$ cat src/design/fdd_pkg.sv
// ----------------------------------------------------------------------------
// fdd_pkg: shared definitions of the finite-difference derivative block
// Register map, interior stencil codes, fixed widths and the result
// metadata that travels beside the arithmetic pipeline.
// ----------------------------------------------------------------------------
`default_nettype none

package fdd_pkg;

  // Default width of one input sample, signed with 20 fractional bits.
  localparam int unsigned SAMPLE_BITS_DEF = 24;

  // Fixed widths of the configuration and result fields.
  localparam int unsigned INDEX_BITS  = 16;
  localparam int unsigned MULT_BITS   = 32;
  localparam int unsigned PART_BITS   = 16;
  localparam int unsigned RESULT_BITS = 48;
  localparam int unsigned APB_ADDR_W  = 4;
  localparam int unsigned APB_DATA_W  = 32;

  // Smallest grid that the block works on.
  localparam logic [INDEX_BITS-1:0] MIN_LAST_INDEX = 16'd4;

  // Register indexes, taken from paddr[3:2].
  localparam logic [1:0] REG_LAST_INDEX     = 2'd0;
  localparam logic [1:0] REG_DIFF_MODE      = 2'd1;
  localparam logic [1:0] REG_INV_DX         = 2'd2;
  localparam logic [1:0] REG_INV_DX_SQUARED = 2'd3;

  // Result slots of a job; a final sample runs through all three.
  localparam logic [1:0] SLOT_FIRST = 2'd0;
  localparam logic [1:0] SLOT_MID   = 2'd1;
  localparam logic [1:0] SLOT_LAST  = 2'd2;

  // Interior stencil; the unused code behaves as centered.
  typedef enum logic [1:0] {
    MODE_CENTERED = 2'd0,
    MODE_BACKWARD = 2'd1,
    MODE_FORWARD  = 2'd2
  } mode_e;

  // Metadata that follows one result through the pipeline.
  typedef struct packed {
    logic [INDEX_BITS-1:0] grid_index;
    logic                  last_result;
  } meta_t;

endpackage : fdd_pkg

`default_nettype wire

$ cat src/design/fdd_scale.sv
// ----------------------------------------------------------------------------
// fdd_scale: fixed-point scaling of one difference
// Multiplies a signed difference by an unsigned reciprocal with 8 fractional
// bits in two 16-bit partial products, rounds half away from zero by 2^8 or
// 2^9 and saturates to the signed 48-bit result range. Two register stages.
// ----------------------------------------------------------------------------
`default_nettype none

module fdd_scale
  import fdd_pkg::*;
#(
  parameter int unsigned DIFF_BITS = SAMPLE_BITS_DEF + 2
) (
  input  wire logic                          clk_i,
  input  wire logic                          en_i,
  input  wire logic signed [DIFF_BITS-1:0]   diff_i,
  input  wire logic        [MULT_BITS-1:0]   mult_i,
  input  wire logic                          half_i,
  output logic signed      [RESULT_BITS-1:0] result_o
);

  localparam int unsigned PP_BITS = DIFF_BITS + PART_BITS + 1;
  localparam int unsigned PW      = DIFF_BITS + MULT_BITS + 1;
  localparam int unsigned XW      = (PW > RESULT_BITS + 1) ? PW : RESULT_BITS + 1;

  localparam logic signed [XW-1:0] POS_LIMIT = XW'(48'sh7FFF_FFFF_FFFF);
  localparam logic signed [XW-1:0] NEG_LIMIT = XW'(48'sh8000_0000_0000);
  localparam logic signed [XW-1:0] HALF_K8   = XW'(9'sd128);
  localparam logic signed [XW-1:0] HALF_K9   = XW'(10'sd256);

  logic signed [PP_BITS-1:0] pp_lo_d, pp_hi_d, pp_lo_q, pp_hi_q;
  logic                      neg_q, half_a_q, half_b_q;
  logic signed [XW-1:0]      rnd, sum_d, sum_q, shifted;

  // Partial products of the difference with each half of the reciprocal.
  assign pp_lo_d = diff_i * $signed({1'b0, mult_i[PART_BITS-1:0]});
  assign pp_hi_d = diff_i * $signed({1'b0, mult_i[MULT_BITS-1:PART_BITS]});

  always_ff @(posedge clk_i) begin
    if (en_i) begin
      pp_lo_q  <= pp_lo_d;
      pp_hi_q  <= pp_hi_d;
      neg_q    <= diff_i[DIFF_BITS-1];
      half_a_q <= half_i;
    end
  end

  // Rounding offset: half of the divisor, one less for negative values,
  // so that the arithmetic shift rounds halves away from zero.
  assign rnd   = (half_a_q ? HALF_K9 : HALF_K8) - XW'($signed({1'b0, neg_q}));
  assign sum_d = (XW'(pp_hi_q) <<< PART_BITS) + XW'(pp_lo_q) + rnd;

  always_ff @(posedge clk_i) begin
    if (en_i) begin
      sum_q    <= sum_d;
      half_b_q <= half_a_q;
    end
  end

  // Scale down and clamp to the 48-bit range.
  assign shifted = half_b_q ? (sum_q >>> 9) : (sum_q >>> 8);

  always_comb begin
    if (shifted > POS_LIMIT) begin
      result_o = POS_LIMIT[RESULT_BITS-1:0];
    end else if (shifted < NEG_LIMIT) begin
      result_o = NEG_LIMIT[RESULT_BITS-1:0];
    end else begin
      result_o = shifted[RESULT_BITS-1:0];
    end
  end

endmodule : fdd_scale

`default_nettype wire

$ cat config.mk
export PLATFORM = sky130hd
export DESIGN_NAME = fdd_scale
export DESIGN_NICKNAME = d
export VERILOG_FILES = /design/src/design/fdd_pkg.sv /design/src/design/fdd_scale.sv
export SDC_FILE = /design/constraint.sdc
export NUM_CORES = 2
export LEC_CHECK = 0
export BUFFER_PORTS_ARGS = -buffer_cell sky130_fd_sc_hd__buf_2
export CORE_ASPECT_RATIO = 0.5
export CORE_MARGIN = 2
export CORE_UTILIZATION = 55
export DETAILED_ROUTE_END_ITERATION = 8
export GPL_TIMING_DRIVEN = 0
export PLACE_DENSITY_LB_ADDON = 0.12
export SKIP_LAST_GASP = 1
export SYNTH_ARGS = -nofsm -noshare
export SYNTH_HDL_FRONTEND = slang
export SYNTH_SLANG_ARGS = --single-unit
$ cat constraint.sdc
create_clock -name clk_i -period 7.45 [get_ports clk_i]
set_input_delay 1.1175 -clock clk_i [delete_from_list [all_inputs] [get_ports clk_i]]
set_output_delay 1.1175 -clock clk_i [all_outputs]
set_load 0.01 [all_outputs]
==> metrics <==
syn nets=5207; DRC Markers=0; Post-DRT Antenna Nets=0; crit-path cells=buf_2 -> clkbuf_2 -> and2_1 -> ha_1 -> fa_1 -> fa_1 -> fa_1 -> fa_1 -> inv_1 -> fa_1 -> inv_1 -> ha_4 -> inv_2 -> o21bai_1 -> a21oi_1 -> o21ai_2 -> a2111o_1 -> a221o_2 -> a31oi_4 -> o21ai_4 -> or4b_4 -> a31oi_4 -> xnor2_4; fmax=132 MHz; Final Hold Viols=0; top_reg_cell synth=edfxtp_1; chip width=374 µm; crit start category=input port; Tightest Pin Transition=1.16 ns; worst-path fanout max=10; Min-Delay Path Depth=0; Post-DP Area=39300 µm²; YS warnings=0; aggregate global routing overflow=0; GP Congestion=0.985; chip height=189 µm; TritonCTS clock tree=yes; violated checks=setup timing; starting density of the core=0.560; HP Class=register to register; Worst Reg-to-Reg Cells=15; Slew HR=0.224; Post-Syn Area=37700 µm²; Post-Synthesis Cells=4026; initial antenna violation count=16; placement-stage worst setup slack=-2.11 ns; RSZ-0062 raised after global routing=yes; wl on met1=48500 µm; IO Count=109; vias in the first global route=29800; Num CTS Buffers=17; FF+latch count, synth=140; Clock Path Buffers=2; CTS Sinks=140; Worst-path clk slew=0.06 ns; met2 routed WL=47700 µm; setup violators final=2; EDFF count, synth=140; share of cells above drive strength 1=0.112; count of different cell masters after synthesis=70; Clock Skews=0.0136 ns; DR vias=28200; I/O Buffers=95; met3 routed WL=12000 µm; core area=67300 µm²; WL per Instance=21.9 µm; count of final max-slew check failures=0; Req. time, crit path=7.58 ns; GRT Total Usage=0.334; CP max stage cell=or4b_4; highest routed metal layer=met5; num rows=67; critical path arrival=7.73 ns; CP Class=input port to register; final hold slack=0.507 ns; max cap viols=0; clk_lat worst skew=0.43 ns; DRT iter0 DRCs=2273; Detail Placement HPWL=93400 µm; status=finished with violations; ys async rst share=0; Tmin final=7.60 ns; synthesis-to-layout area growth=13.1%; Root Buffer=clkbuf_16; worst setup margin=-0.147 ns; Die ar.=70700 µm²; Crit path top cell by count=fa_1; Avg Vias per Cell=5.49; Avg Inst Size Synth=9.36 µm²; final instance area=42600 µm²; Final nets=5394; period utilisation layout=1.02; largest net degree at the start of global routing=103; sequential element share of the synthesized area=0.112; TritonRoute pass-1 iters=7; first-pass GRT wire length=175000 µm; fillers=5767; CP Capture Type=register; slowest stage delay, CP=0.55 ns; H-tree depth=4; Post-Route WL=113000 µm
==> kinds of logic after synthesis <==
family	share of synthesized area
simple gates	0.134
flops	0.112
buf+inv	0.119
fa+ha+maj	0.534
xor+xnor	0.0305
compound gates	0.0583
mux	0.0128
==> synthesized netlist by cell type, drive strengths merged, types with 11 or more instances <==
| cell type | n | area share |
|---|---|---|
| nor2b | 14 | 0.0023 |
| a31oi | 15 | 0.0029 |
| xnor2 | 96 | 0.022 |
| inv | 1022 | 0.10 |
| nand2 | 534 | 0.053 |
| a21o | 53 | 0.011 |
| nand2b | 11 | 0.0018 |
| nor2 | 51 | 0.0051 |
| mux2i | 47 | 0.012 |
| and2 | 350 | 0.058 |
| xor2 | 35 | 0.0081 |
| fa | 810 | 0.43 |
| nand3 | 23 | 0.0031 |
| o21bai | 21 | 0.0042 |
| edfxtp | 140 | 0.11 |
| o21ai | 97 | 0.013 |
| ha | 310 | 0.10 |
| a21oi | 99 | 0.013 |
| clkbuf | 172 | 0.017 |
| nand4 | 13 | 0.0022 |
==> path summary, 6_finish.rpt <==
path / startpoint / end / slack [ns]
max: mult_i[14] / pp_lo_q[41]$_DFFE_PP_ / -0.15
min: half_a_q$_DFFE_PP_ / half_b_q$_DFFE_PP_ / 0.51
max reg2reg: neg_q$_DFFE_PP_ / sum_q[58]$_DFFE_PP_ / 2.55
min reg2reg: half_a_q$_DFFE_PP_ / half_b_q$_DFFE_PP_ / 0.51
==> layout by cell type (no fill, tap or decap), types with 48 or more instances in the layout <==
master	synthesis	routed
a21o_1	51	51
a21oi_1	98	88
and2_1	349	337
buf_2	0	73
buf_4	0	84
edfxtp_1	140	140
fa_1	810	798
ha_1	310	288
inv_1	1022	1005
nand2_1	534	533
nor2_1	51	48
o21ai_0	94	91
xnor2_1	96	84
==> layer usage <==
layer / GRT usage / up-vias
li1: - / 12400
met4: 0.122 / 2
met2: 0.502 / 1261
met1: 0.484 / 14300
met5: 0 / -
met3: 0.0679 / 235
==> flip-flops by register name (all words and copies together) (netlist names) <==
register	count
neg_q	1
half_b_q	1
pp_lo_q	43
sum_q	51
pp_hi_q	43
half_a_q	1
==> stage by stage <==
step           std cells   util  TNS [ns]
6_report            5134  0.633    -0.260
5_1_grt             5124  0.633    -0.783
4_1_cts             5096  0.623    -0.136
3_5_place_dp        5020  0.584    -54.30
3_3_place_gp        5018  0.584    -57.69
2_1_floorplan       4026      -  -0.00878
==> final cells by class <==
cell class                 count  area (µm²)  area share
tap                          897        1120      0.0263
timing repair buffer         170        1240      0.0290
antenna                       11        27.5    0.000646
sequential                   140        4200      0.0987
clock buffer                  17         425     0.00998
buffer                       174        1960      0.0459
multi-input combinational   2688       29700       0.696
inverter                    1022        3850      0.0904
clock inverter                15         114     0.00267
==> critical path, delay by kind of cell <==
family | cells | cell delay [ns]
fa+ha+maj | 7 | 2.95
compound gates | 8 | 1.76
buf+inv | 5 | 0.93
simple gates | 2 | 0.74
xor+xnor | 1 | 0.19
==> repair_timing <==
action,CTS,global route
resized for setup,415,158
pin swaps,37,60
hold buffers,0,0
endpoints found under the hold margin,0,0
endpoints found under the setup margin,41,26
setup buffers,44,29
Power is left out: the tool's default activity adds up to more than one toggle a clock period on the data nets, which glitch-free logic cannot reach.
